`src/rtl/core/htfd_pkg.sv`:
```
// Package: shared types and constants of the humidity/temperature frame decoder.
`default_nettype none

package htfd_pkg;

  // Position of a byte inside the six-byte sensor reply.
  typedef enum logic [2:0] {
    POS_T_MSB = 3'd0,
    POS_T_LSB = 3'd1,
    POS_T_CRC = 3'd2,
    POS_H_MSB = 3'd3,
    POS_H_LSB = 3'd4,
    POS_H_CRC = 3'd5
  } pos_t;

  // Control handed from the frame tracker to the conversion unit.
  typedef struct packed {
    logic take;
    pos_t pos;
  } frame_ctrl_t;

  // CRC-8 parameters of the sensor.
  localparam logic [7:0] CRC_POLY = 8'h31;
  localparam logic [7:0] CRC_INIT = 8'hFF;

  // Temperature scaling: floor(raw * 17500 / 65535) - 4500.
  localparam logic [14:0] TEMP_SCALE  = 15'd17500;
  localparam logic [16:0] TEMP_DIV    = 17'd65535;
  localparam logic [14:0] TEMP_OFFSET = 15'd4500;

  // Humidity scaling: (raw * 625) >> 12.
  localparam logic [9:0] HUM_SCALE = 10'd625;
  localparam int         HUM_SHIFT = 12;

endpackage

`default_nettype wire

```
`src/rtl/core/htfd_if.sv`:
```
// Interfaces: input byte channel and result channel of the frame decoder.
`default_nettype none

interface htfd_in_if;
  logic       valid;
  logic       ready;
  logic [7:0] rx_byte;
  logic       frame_start;

  modport source (output valid, output rx_byte, output frame_start, input ready);
  modport sink   (input valid, input rx_byte, input frame_start, output ready);
endinterface

interface htfd_out_if;
  logic               valid;
  logic               ready;
  logic signed [14:0] temperature_centi;
  logic        [13:0] humidity_centi;
  logic               temperature_crc_ok;
  logic               humidity_crc_ok;
  logic               frame_ok;

  modport source (output valid, output temperature_centi, output humidity_centi,
                  output temperature_crc_ok, output humidity_crc_ok, output frame_ok,
                  input ready);
  modport sink   (input valid, input temperature_centi, input humidity_centi,
                  input temperature_crc_ok, input humidity_crc_ok, input frame_ok,
                  output ready);
endinterface

`default_nettype wire

```
`src/rtl/core/humidity_temp_frame_decoder_core.sv`:
```
// Top level of the humidity/temperature frame decoder with its result register.
//
//   Channel | Direction | Word                                   | Per frame
//   in_ch   | sink      | rx_byte[7:0], frame_start              | 6 words
//   out_ch  | source    | temperature_centi, humidity_centi,     | 1 word
//           |           | temperature_crc_ok, humidity_crc_ok,   |
//           |           | frame_ok                               |
//
// One input word is taken per cycle while the output register has room; the
// result is registered in the cycle after the sixth word of a frame is taken.
// The temperature is scaled in two registered steps while the check byte and
// humidity MSB pass, so no step adds latency. Reset clears the byte position,
// CRC and result valid. A stalled result stays in the output register; a new
// word is still taken when that register is empty or read in the same cycle.
`default_nettype none

module humidity_temp_frame_decoder_core (
  input  wire logic clk,
  input  wire logic rst_n,
  htfd_in_if.sink   in_ch,
  htfd_out_if.source out_ch
);
  import htfd_pkg::*;

  frame_ctrl_t        ctrl;
  logic               take, load;
  logic [15:0]        temp_word, hum_word;
  logic               temp_ok, hum_ok;
  logic signed [14:0] temp_centi;
  logic        [13:0] hum_centi;

  logic               out_valid_r, out_valid_nxt;
  logic signed [14:0] out_temp_r;
  logic        [13:0] out_hum_r;
  logic               out_temp_ok_r, out_hum_ok_r;

  // Accept a word whenever the result register can make room.
  assign in_ch.ready = !out_valid_r || out_ch.ready;
  assign take        = in_ch.valid && in_ch.ready;

  htfd_frame u_frame (
    .clk         (clk),
    .rst_n       (rst_n),
    .take        (take),
    .rx_byte     (in_ch.rx_byte),
    .frame_start (in_ch.frame_start),
    .ctrl        (ctrl),
    .temp_word   (temp_word),
    .hum_word    (hum_word),
    .temp_ok     (temp_ok),
    .hum_ok      (hum_ok)
  );

  htfd_conv u_conv (
    .clk        (clk),
    .ctrl       (ctrl),
    .temp_word  (temp_word),
    .hum_word   (hum_word),
    .temp_centi (temp_centi),
    .hum_centi  (hum_centi)
  );

  // The humidity check byte closes a frame and loads the result.
  assign load          = ctrl.take && ctrl.pos == POS_H_CRC;
  assign out_valid_nxt = load || (out_valid_r && !out_ch.ready);

  always_ff @(posedge clk) begin
    if (!rst_n) begin
      out_valid_r <= 1'b0;
    end else begin
      out_valid_r <= out_valid_nxt;
    end
  end

  always_ff @(posedge clk) begin
    if (load) begin
      out_temp_r    <= temp_centi;
      out_hum_r     <= hum_centi;
      out_temp_ok_r <= temp_ok;
      out_hum_ok_r  <= hum_ok;
    end
  end

  assign out_ch.valid              = out_valid_r;
  assign out_ch.temperature_centi  = out_temp_r;
  assign out_ch.humidity_centi     = out_hum_r;
  assign out_ch.temperature_crc_ok = out_temp_ok_r;
  assign out_ch.humidity_crc_ok    = out_hum_ok_r;
  assign out_ch.frame_ok           = out_temp_ok_r && out_hum_ok_r;

endmodule

`default_nettype wire

```
`src/rtl/core/htfd_crc8.sv`:
```
// CRC-8 update of one byte, MSB first.
`default_nettype none

module htfd_crc8 (
  input  wire logic [7:0] crc_in,
  input  wire logic [7:0] data_in,
  output logic      [7:0] crc_out
);
  import htfd_pkg::*;

  // Eight shift steps of the polynomial division.
  always_comb begin
    logic [7:0] c;
    c = crc_in ^ data_in;
    for (int i = 0; i < 8; i++) begin
      c = c[7] ? ((c << 1) ^ CRC_POLY) : (c << 1);
    end
    crc_out = c;
  end

endmodule

`default_nettype wire

```
`src/rtl/core/htfd_frame.sv`:
```
// Frame tracker: byte position, running CRC, captured data words and check flags.
`default_nettype none

module htfd_frame (
  input  wire logic                 clk,
  input  wire logic                 rst_n,
  input  wire logic                 take,
  input  wire logic [7:0]           rx_byte,
  input  wire logic                 frame_start,
  output htfd_pkg::frame_ctrl_t     ctrl,
  output logic      [15:0]          temp_word,
  output logic      [15:0]          hum_word,
  output logic                      temp_ok,
  output logic                      hum_ok
);
  import htfd_pkg::*;

  pos_t        pos_r, pos_nxt, pos_eff;
  logic [7:0]  crc_r, crc_nxt, crc_cur, crc_fed;
  logic [15:0] temp_word_r, temp_word_nxt;
  logic [15:0] hum_word_r, hum_word_nxt;
  logic        temp_ok_r, temp_ok_nxt;
  logic        restart;

  // A start flag, or a position that cannot occur, opens a new frame.
  assign restart = frame_start ||
                   !(pos_r inside {POS_T_MSB, POS_T_LSB, POS_T_CRC,
                                   POS_H_MSB, POS_H_LSB, POS_H_CRC});
  assign pos_eff = restart ? POS_T_MSB : pos_r;
  assign crc_cur = restart ? CRC_INIT : crc_r;

  htfd_crc8 u_crc8 (
    .crc_in  (crc_cur),
    .data_in (rx_byte),
    .crc_out (crc_fed)
  );

  // Next byte position.
  always_comb begin
    pos_nxt = pos_r;
    if (take) begin
      case (pos_eff)
        POS_T_MSB: pos_nxt = POS_T_LSB;
        POS_T_LSB: pos_nxt = POS_T_CRC;
        POS_T_CRC: pos_nxt = POS_H_MSB;
        POS_H_MSB: pos_nxt = POS_H_LSB;
        POS_H_LSB: pos_nxt = POS_H_CRC;
        POS_H_CRC: pos_nxt = POS_T_MSB;
        default:   pos_nxt = POS_T_MSB;
      endcase
    end
  end

  // Word capture and CRC update for the byte at the current position.
  always_comb begin
    crc_nxt       = crc_r;
    temp_word_nxt = temp_word_r;
    hum_word_nxt  = hum_word_r;
    temp_ok_nxt   = temp_ok_r;
    if (take) begin
      case (pos_eff)
        POS_T_MSB: begin
          temp_word_nxt = {rx_byte, 8'h00};
          crc_nxt       = crc_fed;
        end
        POS_T_LSB: begin
          temp_word_nxt = {temp_word_r[15:8], rx_byte};
          crc_nxt       = crc_fed;
        end
        POS_T_CRC: begin
          temp_ok_nxt = (crc_cur == rx_byte);
          crc_nxt     = CRC_INIT;
        end
        POS_H_MSB: begin
          hum_word_nxt = {rx_byte, hum_word_r[7:0]};
          crc_nxt      = crc_fed;
        end
        POS_H_LSB: begin
          hum_word_nxt = {hum_word_r[15:8], rx_byte};
          crc_nxt      = crc_fed;
        end
        default: begin
          crc_nxt = CRC_INIT;
        end
      endcase
    end
  end

  // Control state is reset; the data words are always written before use.
  always_ff @(posedge clk) begin
    if (!rst_n) begin
      pos_r     <= POS_T_MSB;
      crc_r     <= CRC_INIT;
      temp_ok_r <= 1'b0;
    end else begin
      pos_r     <= pos_nxt;
      crc_r     <= crc_nxt;
      temp_ok_r <= temp_ok_nxt;
    end
  end

  always_ff @(posedge clk) begin
    temp_word_r <= temp_word_nxt;
    hum_word_r  <= hum_word_nxt;
  end

  assign ctrl.take = take;
  assign ctrl.pos  = pos_eff;
  assign temp_word = temp_word_r;
  assign hum_word  = hum_word_r;
  assign temp_ok   = temp_ok_r;
  assign hum_ok    = (crc_cur == rx_byte);

endmodule

`default_nettype wire

```
`src/rtl/core/htfd_conv.sv`:
```
// Conversion unit: raw words to hundredths of a degree and of a percent.
`default_nettype none

module htfd_conv (
  input  wire logic                  clk,
  input  wire htfd_pkg::frame_ctrl_t ctrl,
  input  wire logic        [15:0]    temp_word,
  input  wire logic        [15:0]    hum_word,
  output logic signed      [14:0]    temp_centi,
  output logic             [13:0]    hum_centi
);
  import htfd_pkg::*;

  logic [30:0] prod_r, prod_nxt;
  logic [14:0] temp_r, temp_nxt;
  logic [14:0] quot_lo, quot;
  logic [16:0] rem_est;
  logic [25:0] hum_prod;

  // Temperature product, taken while the temperature check byte goes by.
  always_comb begin
    prod_nxt = prod_r;
    if (ctrl.take && ctrl.pos == POS_T_CRC) begin
      prod_nxt = 31'(temp_word) * 31'(TEMP_SCALE);
    end
  end

  // Division by 65535: the estimate prod>>16 is low by at most one.
  always_comb begin
    quot_lo = prod_r[30:16];
    rem_est = {1'b0, prod_r[15:0]} + 17'(quot_lo);
    quot    = quot_lo + 15'(rem_est >= TEMP_DIV);
    temp_nxt = temp_r;
    if (ctrl.take && ctrl.pos == POS_H_MSB) begin
      temp_nxt = quot - TEMP_OFFSET;
    end
  end

  always_ff @(posedge clk) begin
    prod_r <= prod_nxt;
    temp_r <= temp_nxt;
  end

  // Humidity scaling straight from the captured word.
  assign hum_prod   = 26'(hum_word) * 26'(HUM_SCALE);
  assign hum_centi  = 14'(hum_prod >> HUM_SHIFT);
  assign temp_centi = signed'(temp_r);

endmodule

`default_nettype wire

```
`src/flat_wrapper.sv`:
```
// flat-port wrapper written by rule: the top's interface ports become plain ports
module humidity_temp_frame_decoder_core_flat import htfd_pkg::*;
  (clk, rst_n, in_ch_valid, in_ch_rx_byte, in_ch_frame_start, in_ch_ready, out_ch_valid, out_ch_temperature_centi, out_ch_humidity_centi, out_ch_temperature_crc_ok, out_ch_humidity_crc_ok, out_ch_frame_ok, out_ch_ready);
  htfd_in_if in_ch_i ();
  htfd_out_if out_ch_i ();
  input  wire logic clk;
  input  wire logic rst_n;
  input wire logic [$bits(in_ch_i.valid)-1:0] in_ch_valid;
  input wire logic [$bits(in_ch_i.rx_byte)-1:0] in_ch_rx_byte;
  input wire logic [$bits(in_ch_i.frame_start)-1:0] in_ch_frame_start;
  output wire logic [$bits(in_ch_i.ready)-1:0] in_ch_ready;
  output wire logic [$bits(out_ch_i.valid)-1:0] out_ch_valid;
  output wire logic [$bits(out_ch_i.temperature_centi)-1:0] out_ch_temperature_centi;
  output wire logic [$bits(out_ch_i.humidity_centi)-1:0] out_ch_humidity_centi;
  output wire logic [$bits(out_ch_i.temperature_crc_ok)-1:0] out_ch_temperature_crc_ok;
  output wire logic [$bits(out_ch_i.humidity_crc_ok)-1:0] out_ch_humidity_crc_ok;
  output wire logic [$bits(out_ch_i.frame_ok)-1:0] out_ch_frame_ok;
  input wire logic [$bits(out_ch_i.ready)-1:0] out_ch_ready;
  assign in_ch_i.valid = in_ch_valid;
  assign in_ch_i.rx_byte = in_ch_rx_byte;
  assign in_ch_i.frame_start = in_ch_frame_start;
  assign in_ch_ready = in_ch_i.ready;
  assign out_ch_valid = out_ch_i.valid;
  assign out_ch_temperature_centi = out_ch_i.temperature_centi;
  assign out_ch_humidity_centi = out_ch_i.humidity_centi;
  assign out_ch_temperature_crc_ok = out_ch_i.temperature_crc_ok;
  assign out_ch_humidity_crc_ok = out_ch_i.humidity_crc_ok;
  assign out_ch_frame_ok = out_ch_i.frame_ok;
  assign out_ch_i.ready = out_ch_ready;
  humidity_temp_frame_decoder_core u_core (.clk(clk), .rst_n(rst_n), .in_ch(in_ch_i), .out_ch(out_ch_i));
endmodule
```
`config.mk`:
```
export PLATFORM = sky130hd
export DESIGN_NAME = humidity_temp_frame_decoder_core_flat
export DESIGN_NICKNAME = d
export VERILOG_FILES = /design/src/rtl/core/htfd_pkg.sv /design/src/rtl/core/htfd_if.sv /design/src/rtl/core/humidity_temp_frame_decoder_core.sv /design/src/rtl/core/htfd_crc8.sv /design/src/rtl/core/htfd_frame.sv /design/src/rtl/core/htfd_conv.sv /design/src/flat_wrapper.sv
export SDC_FILE = /design/constraint.sdc
export NUM_CORES = 1
export LEC_CHECK = 0
export BUFFER_PORTS_ARGS = -buffer_cell sky130_fd_sc_hd__buf_2
export CAP_MARGIN = 20
export CORE_ASPECT_RATIO = 1.25
export CORE_MARGIN = 10
export CORE_UTILIZATION = 50
export CTS_CLUSTER_DIAMETER = 40
export CTS_CLUSTER_SIZE = 16
export DETAILED_ROUTE_END_ITERATION = 10
export PLACE_DENSITY = 0.68
export SKIP_CTS_REPAIR_TIMING = 1
export SYNTH_ARGS = -nofsm -noshare
export SYNTH_HDL_FRONTEND = slang
export SYNTH_SLANG_ARGS = --single-unit
```
`constraint.sdc`:
```
create_clock -name clk -period 12.1 [get_ports clk]
set_input_delay 0 -clock clk [delete_from_list [all_inputs] [get_ports clk]]
set_output_delay 0 -clock clk [all_outputs]
set_load 0.05 [all_outputs]
```
# Word level (Yosys, flattened, before mapping)
# Index checks and enable logic that the tools add are counted.
# totals
reg_bits	120
latchBits	0
ramBits	0
mem_bits_ro	0
wordCells	79
n_memories	0
# op_classes
n_addsub	3
n_mul	2
n_div	0
magnitude_cmp	1
n_eq_ne	11
shift	0
n_mux	14
bitwise_logic	12
n_reduce_logical	22
# ops
operator	count
case mux 16 bit (2 select lines)	2
2-to-1 mux 6 bit	8
multiplier 16 x 13 -> 29 bit (second input constant)	1
multiplier 16 x 10 -> 26 bit (second input constant)	1
NOT 3 bit	8
adder 16 x 15 -> 17 bit	1
greater-or-equal comparator 17 x 16 -> 1 bit (second input constant)	1
2-to-1 mux 8 bit	2
adder 15 x 1 -> 15 bit	1
case mux 3 bit (5 select lines)	1
subtractor 15 x 13 -> 15 bit (second input constant)	1
== test 3 x 2 -> 1 bit (second input constant)	4
== test 3 bit (second input constant)	4
AND reduction 3 bit	3
== test 8 bit	1
bitwise XOR 8 bit	1
== test 3 x 1 -> 1 bit (second input constant)	2
logical AND 1 bit	6
zero test 3 bit	2
nonzero test 6 bit	1
AND reduction 2 bit	2
OR reduction 4 bit	1
zero test 1 bit	3
logical OR 1 bit	3
other kinds (3)	5

# Longest topological paths before layout
# Gate-level depths: netlist (run 1).
# logic_depth
word_depth	23
mapped_depth	21
mapped_depth_nobuf	21

# Cells and area by module
# A second synthesis (run 1) with hierarchy kept.
# unflattened
hier_cells	1061
hier_area_um2	11222.0
# modules_own_cells
module	instances	cells_each	area_per_inst_um2
htfd_conv	1	830	7980.2
htfd_frame	1	171	2030.7
humidity_temp_frame_decoder_core	1	38	993.5
htfd_crc8	1	22	217.7

# Worst setup path after synthesis (run 1)
# Ideal clock, no wire load.
# synth_path
path_kind	register -> register
start	register u_core.out_valid_r, in the netlist u_core.out_ch.valid
end	register u_core.u_frame.temp_ok_r, in the netlist u_core.u_frame.temp_ok
setup_ps	118
arrival_time_ps	4660
required_ps	11982
slack_ps	7322
stages_incl_launch_ff	6
n_path_buf	0
cell_sequence	dfxtp_1 > nand2b_1 > nand2_1 > nor4_1 > mux2i_1 > nor2b_1
# synth_between
elab_chain_len	4
# synth_lines
item	line_no	text
start: declaration	humidity_temp_frame_decoder_core.sv:32	logic out_valid_r, out_valid_nxt;
start signal: assignment	humidity_temp_frame_decoder_core.sv:71	out_valid_r <= out_valid_nxt;
zero test 1 bit	humidity_temp_frame_decoder_core.sv:38	assign in_ch.ready = !out_valid_r || out_ch.ready;
logical OR 1 bit	humidity_temp_frame_decoder_core.sv:38	
named net in_ch_ready	flat_wrapper.sv:11	output wire logic [$bits(in_ch_i.ready)-1:0] in_ch_ready;
logical AND 1 bit	humidity_temp_frame_decoder_core.sv:39	assign take = in_ch.valid && in_ch.ready;
AND reduction 2 bit (no line)	--	
end signal: assignment	htfd_frame.sv:98	temp_ok_r <= temp_ok_nxt;
end: declaration	htfd_frame.sv:22	logic temp_ok_r, temp_ok_nxt;
# The timed path passes the listed nets, and every way through them passes these cells.
# A chain may end at the register's enable or synchronous reset.

# Worst setup path in the final report (run 1)
# layout_path
start	register u_core.u_frame.hum_word_r[4], in the netlist u_core.u_frame.hum_word[4]
end	register u_core.out_hum_r[13], in the netlist u_core.out_ch.humidity_centi[13], data pin
# layout_between
elab_chain_len	1
# layout_lines
item	line_no	text
start: declaration	htfd_frame.sv:21	logic [15:0] hum_word_r, hum_word_nxt;
start signal: assignment	htfd_frame.sv:104	hum_word_r <= hum_word_nxt;
multiplier 16 x 10 -> 26 bit	htfd_conv.sv:45	assign hum_prod = 26'(hum_word) * 26'(HUM_SCALE);
named net u_core.hum_centi[13]	humidity_temp_frame_decoder_core.sv:30	logic [13:0] hum_centi;
end signal: assignment	humidity_temp_frame_decoder_core.sv:78	out_hum_r <= hum_centi;
end: declaration	humidity_temp_frame_decoder_core.sv:34	logic [13:0] out_hum_r;
# The timed path passes the listed nets, and every way through them passes these cells.

==> impl_metrics.json, run 1 <==
{
  "cts_buffer_depth": 2,
  "hold_path_class": "in2reg",
  "fin_util": 0.559,
  "rows": 60,
  "die_h_um": 184,
  "syn_nets": 1264,
  "clock_latency_ps": 420,
  "path_class": "reg2reg",
  "ys_seq_elements": 120,
  "overflow": 0,
  "drc": 0,
  "tns_ps": 0,
  "cp.arrival_ps": 5180,
  "pre_cts_slack_ps": 7080,
  "power_density_mw_per_mm2": 148,
  "holdPathEnd": "u_core.u_frame.temp_word[0]",
  "clk_transition_reported_paths_ps": 60,
  "reg2reg_from": "u_core.u_frame.hum_word[4]",
  "synth_edf_count": 107,
  "netlist_area_mm2": 0.0108,
  "report.final.hold_viol_count": 0,
  "antenna_found_initial": 0,
  "viasPerCell": 5.12,
  "ys_seq_area_frac": 0.322,
  "path_cells": "inv_1 -> fa_1 -> inv_1 -> ha_1 -> inv_1 -> fa_1 -> inv_1 -> ha_1 -> inv_1 -> fa_1 -> inv_1 -> ha_1 -> o21a_1 -> o211ai_1 -> o221ai_2 -> a41oi_2 -> or3_1 -> a31oi_2 -> a21oi_2 -> o21bai_2 -> xor2_1",
  "grt_pass1_wl_um": 33700,
  "io_pins": 47,
  "period_share": 0.414,
  "cp_common_cell": "inv_1",
  "status": "completed",
  "routed_wirelength_um": 19800,
  "drive_gt1_frac": 0.101,
  "ys_types": 68,
  "synthArstFlopShare": 0,
  "detail-route-antenna-nets": 0,
  "die_width_um": 151,
  "cts_sinks": 120,
  "drt_first_pass_iters": 4,
  "cpPeakStageDelay_ps": 540,
  "cpLargestDelayFamily": "adder cells",
  "slew_headroom": 0.488,
  "max_freq_mhz": 200,
  "fillers": 1824,
  "syn_inst": 990,
  "crit_cells": 21,
  "synth_area_per_cell_um2": 10.9,
  "dieArea_mm2": 0.0279,
  "synthToLayoutAreaGrowth_pct": 11.0,
  "hpwl_um": 16300,
  "crit_buf_inv": 6,
  "setup_slack_ps": 7090,
  "ys.flop_type": "edfxtp_1",
  "r2r_setup_slack_ps": 7090,
  "finalNetCount": 1327,
  "grt_max_degree": 32,
  "min_period_ps": 5010,
  "slowest_stage": "fa_1",
  "setup_violations": 0,
  "r2r-end": "u_core.out_ch.humidity_centi[13]",
  "initialDrtViolationCount": 271,
  "cts-root-buf": "clkbuf_16",
  "rsz0062_at_grt": "no",
  "min_path_cells": 2,
  "cp_max_fo": 4,
  "ys_warn_count": 0,
  "drv_cap": 0,
  "hold_start": "in_ch_rx_byte[0]",
  "htree_levels": 4,
  "antennaDiodeCount": 0,
  "layout_commonest_cell": "inv_1",
  "mostFrequentLayoutCells": "inv_1 (206), ha_1 (181), edfxtp_1 (107)",
  "leakagePower_uw": 0.00579,
  "endpoint_kind": "flip-flop",
  "core_mm2": 0.0214,
  "drv_slew": 0,
  "critPathRequiredTime_ps": 12260,
  "startpoint_type": "flip-flop",
  "cts_tree": "done",
  "grt_pass1_vias": 7034,
  "grt_usage": 0.151,
  "start_util": 0.504,
  "port_buffers": 46,
  "peakVddDrop_mv": 0.0991,
  "routedWlPerCell_um": 14.7,
  "worst_pin_slew_ps": 768,
  "skew_ps": 11.3,
  "routabilityCongestion": 0.865,
  "cts_made_buffers": 17,
  "reg2reg_depth": 21,
  "vias": 6891
}
[per-stage QoR]
| step | area, um^2 | power, uW | hold slack [ps] | cells |
|---|---|---|---|---|
| 2_1_floorplan | 10800 | 1140 | 128 | 990 |
| 3_3_place_gp | 11400 | 1290 | 290 | 1309 |
| 3_5_place_dp | 11400 | 1300 | 294 | 1310 |
| 4_1_cts | 11900 | 1790 | -153 | 1342 |
| 5_1_grt | 12000 | 1910 | 14.1 | 1345 |
| 6_report | 12000 | 1760 | 0.921 | 1345 |
[logic make-up (layout without fill, tap and decap cells)]
group / Yosys count / count (layout) / synth area share
flip-flops: 120 / 120 / 0.322
AND/OR/NAND/NOR: 171 / 171 / 0.0835
AO/OA/AOI/OAI: 148 / 148 / 0.0969
buffers and inverters: 217 / 293 / 0.0771
XOR/XNOR: 70 / 70 / 0.0583
multiplexers: 3 / 3 / 0.00290
adder cells (fa/ha/maj): 261 / 261 / 0.359
[routing by layer]
layer,track usage,wire [um],vias up
met1,0.182,8380,3305
li1,-,-,3467
met2,0.265,10300,85
met4,0.0582,501,0
met3,0.0216,645,34
met5,0,0,-
[cells in the mapped netlist, drive strengths merged (4+ instances only)]
cell type | instances | area (um^2)
a211oi | 10 | 80.1
a21o | 22 | 165
a21oi | 34 | 174
a31oi | 5 | 43.8
and2 | 21 | 131
buf | 4 | 31.3
clkbuf | 7 | 26.3
dfxtp | 13 | 260
edfxtp | 107 | 3210
fa | 80 | 1600
ha | 181 | 2260
inv | 206 | 773
nand2 | 29 | 109
nand2b | 5 | 31.3
nand4 | 4 | 25.0
nor2 | 48 | 195
nor2b | 22 | 138
nor3 | 15 | 85.1
nor4 | 10 | 75.1
o21a | 15 | 114
o21ai | 24 | 120
o21bai | 4 | 33.8
o22ai | 8 | 50.1
or3 | 5 | 31.3
xnor2 | 43 | 392
xor2 | 27 | 236
[worst max-delay path by stage]
stage                                       from                          endpoint  slack (ps)
floorplan                    u_core.out_ch.valid            u_core.u_frame.temp_ok        7320
global placement    u_core.u_frame.temp_word[11]          u_core.u_conv.prod_r[24]        7170
detailed placement    u_core.u_frame.hum_word[4]  u_core.out_ch.humidity_centi[13]        7080
CTS                   u_core.u_frame.hum_word[4]  u_core.out_ch.humidity_centi[13]        7050
global route        u_core.u_frame.temp_word[10]          u_core.u_conv.prod_r[30]        6770
finish                u_core.u_frame.hum_word[4]  u_core.out_ch.humidity_centi[13]        7090
[where the power goes]
| group | switching [uW] | internal, uW | total [uW] | leakage, uW |
|---|---|---|---|---|
| sequential | 18.2 | 504 | 522 | 0.00111 |
| clock | 182 | 297 | 479 | 0.000289 |
| combinational | 421 | 341 | 763 | 0.00439 |
[sequential cells by signal (all words and copies together) (netlist names)]
signal	flops
u_core.out_ch.temperature_centi	15
u_core.out_ch.temperature_crc_ok	1
u_core.out_ch.humidity_crc_ok	1
u_core.u_frame.crc_r	8
u_core.u_conv.temp_centi	15
u_core.out_ch.humidity_centi	14
u_core.u_frame.temp_word	16
u_core.out_ch.valid	1
u_core.u_frame.temp_ok	1
u_core.u_frame.pos_r	3
u_core.u_conv.prod_r	29
u_core.u_frame.hum_word	16
[final cells by class]
| type | count | area, um^2 | area share |
|---|---|---|---|
| tap | 279 | 349 | 0.0292 |
| clock buffer | 23 | 510 | 0.0427 |
| sequential | 120 | 3470 | 0.290 |
| timing repair buffer | 55 | 305 | 0.0255 |
| inverter | 206 | 773 | 0.0647 |
| clock inverter | 9 | 60.1 | 0.00502 |
| multi-input combinational | 653 | 6490 | 0.542 |
No activity file was read; power rests on OpenSTA's default activity.
==> inputs of run 2 (changes only) <==
--- a/config.mk
+++ b/config.mk
@@ -13,7 +13,7 @@
 export CTS_CLUSTER_DIAMETER = 40
 export CTS_CLUSTER_SIZE = 16
 export DETAILED_ROUTE_END_ITERATION = 10
-export PLACE_DENSITY = 0.68
+export PLACE_DENSITY = 0.7
 export SKIP_CTS_REPAIR_TIMING = 1
 export SYNTH_ARGS = -nofsm -noshare
 export SYNTH_HDL_FRONTEND = slang
==> constraint.sdc (replaced) <==
create_clock -name clk -period 4.13 [get_ports clk]
set_input_delay 0 -clock clk [delete_from_list [all_inputs] [get_ports clk]]
set_output_delay 0 -clock clk [all_outputs]
set_load 0.05 [all_outputs]
==> run 2 against run 1 <==
The run now ends with negative hold slack, negative setup slack left. Critical endpoint unchanged. Worst hold slack lost 2.0 ps. Sequential share of layout area fell by 4.3 points. Clock power rose to 3.1 times the previous value. Die area did not move. Global-route usage grew 0.91 points. Register-to-register slack worse by 7900 ps. Combinational power rose to 4.6 times the previous value. Cell count is 13% higher. Sequential cell count unchanged. Setup slack got worse by 7900 ps. Highest routed layer unchanged. Sequential power grew to 2.9 times the previous value. Clock skew shrank 1.5 ps.
==> impl_metrics.json, run 2 (synthesis gave the netlist of run 1 again) <==
{
  "status": "complete, but fails checks",
  "violations": "negative hold slack, negative setup slack",
  "grt_max_degree": 32,
  "core_mm2": 0.0214,
  "cts_made_buffers": 17,
  "die_width_um": 151,
  "drive_gt1_frac": 0.308,
  "p_total_uw": 6520,
  "path_cells": "fa_1 -> ha_1 -> inv_1 -> fa_1 -> inv_1 -> ha_1 -> fa_1 -> ha_4 -> a21o_1 -> a21o_1 -> a21o_1 -> a21oi_2 -> a2bb2oi_2 -> a31oi_4 -> a21oi_2 -> o21bai_2 -> xor2_1",
  "antenna_found_initial": 0,
  "hold_start": "in_ch_rx_byte[2]",
  "leakagePower_uw": 0.00670,
  "peakVddDrop_mv": 0.444,
  "grt_pass1_wl_um": 35900,
  "min_path_cells": 2,
  "endpoint_kind": "flip-flop",
  "worst_pin_slew_ps": 822,
  "drc": 0,
  "overflow": 0,
  "cts_tree": "done",
  "viasPerCell": 5.10,
  "slew_headroom": 0.452,
  "reg2reg_depth": 17,
  "start_util": 0.504,
  "top_register": "u_core.u_conv.prod_r",
  "clock_latency_ps": 420,
  "cts-root-buf": "clkbuf_16",
  "largest_reg_flops": 29,
  "hpwl_um": 17200,
  "detail-route-antenna-nets": 0,
  "rsz0062_at_grt": "yes",
  "cts_buffer_depth": 2,
  "drt_first_pass_iters": 6,
  "startpoint_type": "flip-flop",
  "max_freq_mhz": 204,
  "dr_wl_met2_um": 12500,
  "initialDrtViolationCount": 315,
  "io_pins": 47,
  "drv_cap": 0,
  "critPathRequiredTime_ps": 4300,
  "routed.top_layer": "met4",
  "antennaDiodeCount": 0,
  "cts_sinks": 120,
  "fillers": 1606,
  "layout_commonest_cell": "inv_1",
  "rows": 60,
  "reg2reg_from": "u_core.u_frame.hum_word[9]",
  "clk_transition_reported_paths_ps": 60,
  "htree_levels": 4,
  "power_density_mw_per_mm2": 465,
  "mostFrequentLayoutCells": "inv_1 (190), buf_4 (161), ha_1 (152)",
  "skew_ps": 9.76,
  "cp.arrival_ps": 5060,
  "cp-startpoint": "u_core.u_frame.hum_word[9]",
  "drv_slew": 0,
  "report.final.hold_viol_count": 1,
  "routedWlPerCell_um": 15.1,
  "setup_slack_ps": -763,
  "grt_usage": 0.160,
  "routabilityCongestion": 0.854,
  "port_buffers": 46,
  "period_share": 1.18,
  "setup_violations": 29,
  "tns_ps": -12670,
  "path_class": "reg2reg",
  "cp_max_fo": 4,
  "hold_path_class": "in2reg",
  "grt_pass1_vias": 7797,
  "routed_wirelength_um": 22800,
  "vias": 7724,
  "slowest_stage": "fa_1",
  "synthToLayoutAreaGrowth_pct": 30.1,
  "cpPeakStageDelay_ps": 560,
  "die_h_um": 184,
  "wl_met3_um": 632,
  "fin_worst_hold_slack_ps": -1.09,
  "fin_util": 0.655,
  "finalNetCount": 1496,
  "min_period_ps": 4890,
  "dieArea_mm2": 0.0279,
  "wl_met1_um": 9180
}
run 2: cell types whose count changed in the layout (fill, tap and decap cells not counted), sizes merged:
cell,change
dlygate4sd3,+1
clkinv,+1
buf,+168
clkbuf,-1
run 2: worst max-delay path: cells and delay by family, from the launching register on:
kind	cells	cell delay [ps]
adders and majority gates	6	2440
DFF	1	500
buffers and inverters	2	110
xor gates and xnor gates	1	140
AOI/OAI and AO/OA	8	1440
run 2: per-stage QoR:
| step | worst slack [ps] | hold WS (ps) | area (um^2) | instances |
|---|---|---|---|---|
| floorplan | -479 | 128 | 10900 | 990 |
| global placement | -560 | 286 | 12500 | 1447 |
| detailed placement | -710 | 289 | 12500 | 1448 |
| CTS | -732 | -154 | 13100 | 1480 |
| global route | -941 | 11.5 | 14000 | 1514 |
| finish | -763 | -1.09 | 14000 | 1514 |
run 2: final cells by class:
cell class | instances | area [um^2] | area share
clock inverters | 10 | 76.3 | 0.00545
multi-input cells | 653 | 7180 | 0.513
repair buffers | 224 | 1630 | 0.116
well taps | 279 | 349 | 0.0249
flip-flops and latches | 120 | 3470 | 0.248
clock buffers | 22 | 529 | 0.0378
inverters | 206 | 773 | 0.0552
run 2: power breakdown:
| group | switching (uW) | internal [uW] |
|---|---|---|
| Sequential | 45.2 | 1480 |
| Clock | 551 | 918 |
| Combinational | 1720 | 1810 |
| Total | 2310 | 4200 |
run 2: metal layers:
layer  up-vias  track usage
met5         -            0
met4         0       0.0555
met3        39       0.0238
met2       102        0.299
met1      3773        0.179
li1       3810            -
run 2: path summary, 6_finish.rpt:
| kind | end | slack [ps] |
|---|---|---|
| max reg2reg | u_core.out_ch.humidity_centi[13] | -760 |
| min | u_core.u_frame.hum_word[2] | -1 |
| min reg2reg | u_core.out_ch.temperature_centi[9] | 420 |
| max | u_core.out_ch.humidity_centi[13] | -760 |
==> inputs of run 3 (changes only) <==
--- a/config.mk
+++ b/config.mk
@@ -10,10 +10,10 @@
 export CORE_ASPECT_RATIO = 1.25
 export CORE_MARGIN = 10
 export CORE_UTILIZATION = 50
-export CTS_CLUSTER_DIAMETER = 40
+export CTS_CLUSTER_DIAMETER = 80
 export CTS_CLUSTER_SIZE = 16
 export DETAILED_ROUTE_END_ITERATION = 10
-export PLACE_DENSITY = 0.7
+export PLACE_DENSITY = 0.68
 export SKIP_CTS_REPAIR_TIMING = 1
 export SYNTH_ARGS = -nofsm -noshare
 export SYNTH_HDL_FRONTEND = slang
==> constraint.sdc (replaced) <==
create_clock -name clk -period 5.6 [get_ports clk]
set_input_delay 1.12 -clock clk [delete_from_list [all_inputs] [get_ports clk]]
set_output_delay 1.12 -clock clk [all_outputs]
set_load 0.05 [all_outputs]
==> run 3 against run 2 <==
The run now ends clean. Clock power down 22%. Maximum frequency fell by 3.3%. Combinational power fell by 53%. Critical endpoint unchanged. Largest cell class unchanged. Largest power group unchanged.
==> impl_metrics.json, run 3 (synthesis gave the netlist of run 1 again) <==
{
  "largest_reg_flops": 29,
  "htree_levels": 4,
  "grt_pass1_wl_um": 33900,
  "start_util": 0.504,
  "hpwl_um": 16600,
  "die_h_um": 184,
  "mostFrequentLayoutCells": "inv_1 (206), ha_1 (181), edfxtp_1 (107)",
  "vias": 6898,
  "slew_headroom": 0.487,
  "path_class": "reg2reg",
  "routabilityCongestion": 0.865,
  "peakVddDrop_mv": 0.234,
  "layout_commonest_cell": "inv_1",
  "period_share": 0.904,
  "design_area_mm2": 0.0120,
  "io_pins": 47,
  "port_buffers": 46,
  "hold_path_class": "reg2reg",
  "startpoint_type": "flip-flop",
  "dpl-instance-area_mm2": 0.0114,
  "setup_violations": 0,
  "cts_sinks": 120,
  "cts-root-buf": "clkbuf_16",
  "rsz0062_at_grt": "no",
  "worst_pin_slew_ps": 770,
  "drv_cap": 0,
  "die_width_um": 151,
  "report.final.hold_viol_count": 0,
  "endpoint_kind": "flip-flop",
  "detail-route-antenna-nets": 0,
  "grt_usage": 0.153,
  "dieArea_mm2": 0.0279,
  "tns_ps": 0,
  "cts_buffer_depth": 2,
  "viasPerCell": 5.14,
  "initialDrtViolationCount": 311,
  "cp_max_fo": 4,
  "max_freq_mhz": 198,
  "top_register": "u_core.u_conv.prod_r",
  "routed_wirelength_um": 20100,
  "skew_ps": 14.1,
  "clk_transition_reported_paths_ps": 60,
  "leakagePower_uw": 0.00578,
  "dp_cells": 1310,
  "grt_max_degree": 32,
  "cts_made_buffers": 17,
  "drive_gt1_frac": 0.101,
  "antenna_found_initial": 0,
  "synthToLayoutAreaGrowth_pct": 11.2,
  "grt_pass1_vias": 7052,
  "final_cells": 1342,
  "core_mm2": 0.0214,
  "critPathRequiredTime_ps": 5760,
  "cts_tree": "done",
  "min_period_ps": 5060,
  "routedWlPerCell_um": 15.0,
  "drt_first_pass_iters": 5,
  "power_density_mw_per_mm2": 330,
  "rows": 60,
  "cp.arrival_ps": 5220,
  "finalNetCount": 1324,
  "drv_slew": 0,
  "r2r_setup_slack_ps": 540,
  "antennaDiodeCount": 0,
  "clock_latency_ps": 420,
  "status": "completed",
  "overflow": 0,
  "drc": 0
}
-- run 3: cell type report --
type | count | area, um^2
clock buffers | 18 | 429
clock inverters | 14 | 195
fillers | 1903 | 9410
inverters | 206 | 773
multi-input cells | 653 | 6490
flip-flops and latches | 120 | 3470
well taps | 279 | 349
repair buffers | 52 | 275
-- run 3: per-layer routing --
layer | routed length, um | vias to the layer above | track usage | share of wire
met5 | 0 | - | 0 | 0
met4 | 318 | 0 | 0.0486 | 0.016
met3 | 554 | 22 | 0.0228 | 0.028
met2 | 10800 | 89 | 0.278 | 0.54
met1 | 8480 | 3329 | 0.178 | 0.42
li1 | - | 3458 | - | -
-- run 3: final timing paths --
| path | startpoint | endpoint | cells after the start |
|---|---|---|---|
| max | u_core.u_frame.hum_word[6] | u_core.out_ch.humidity_centi[13] | 21 |
| min | u_core.u_conv.temp_centi[11] | u_core.out_ch.temperature_centi[11] | 0 |
| max reg2reg | u_core.u_frame.hum_word[6] | u_core.out_ch.humidity_centi[13] | 21 |
| min reg2reg | u_core.u_conv.temp_centi[11] | u_core.out_ch.temperature_centi[11] | 0 |
-- run 3: per-stage QoR --
step / setup WS (ps) / hold WS [ps] / power (uW) / utilization
after global routing: 288 / 423 / 4270 / 0.560
after CTS: 520 / 419 / 3990 / 0.560
after floorplan: 210 / 400 / 2470 / -
final: 538 / 419 / 3950 / 0.560
after global placement: 683 / 401 / 2790 / 0.531
after detailed placement: 569 / 406 / 2810 / 0.531
-- run 3: worst max-delay path, cell delays in order (launching register included) --
cell	delay [ps]
edfxtp_1	420
inv_1	140
fa_1	510
inv_1	40
ha_1	280
inv_1	60
fa_1	530
inv_1	40
ha_1	260
inv_1	50
fa_1	490
inv_1	40
ha_1	290
o21a_1	120
o211ai_1	100
o221ai_2	250
a41oi_2	220
or3_1	440
a31oi_2	210
a21oi_2	110
o21bai_2	130
xor2_1	70
-- run 3: power breakdown --
part	total (uW)	internal [uW]	switching, uW	leakage [uW]
Combinational	1670	736	935	0.00438
Sequential	1130	1090	39.8	0.00111
Clock	1150	748	403	0.000297
Total	3950	2570	1380	0.00578
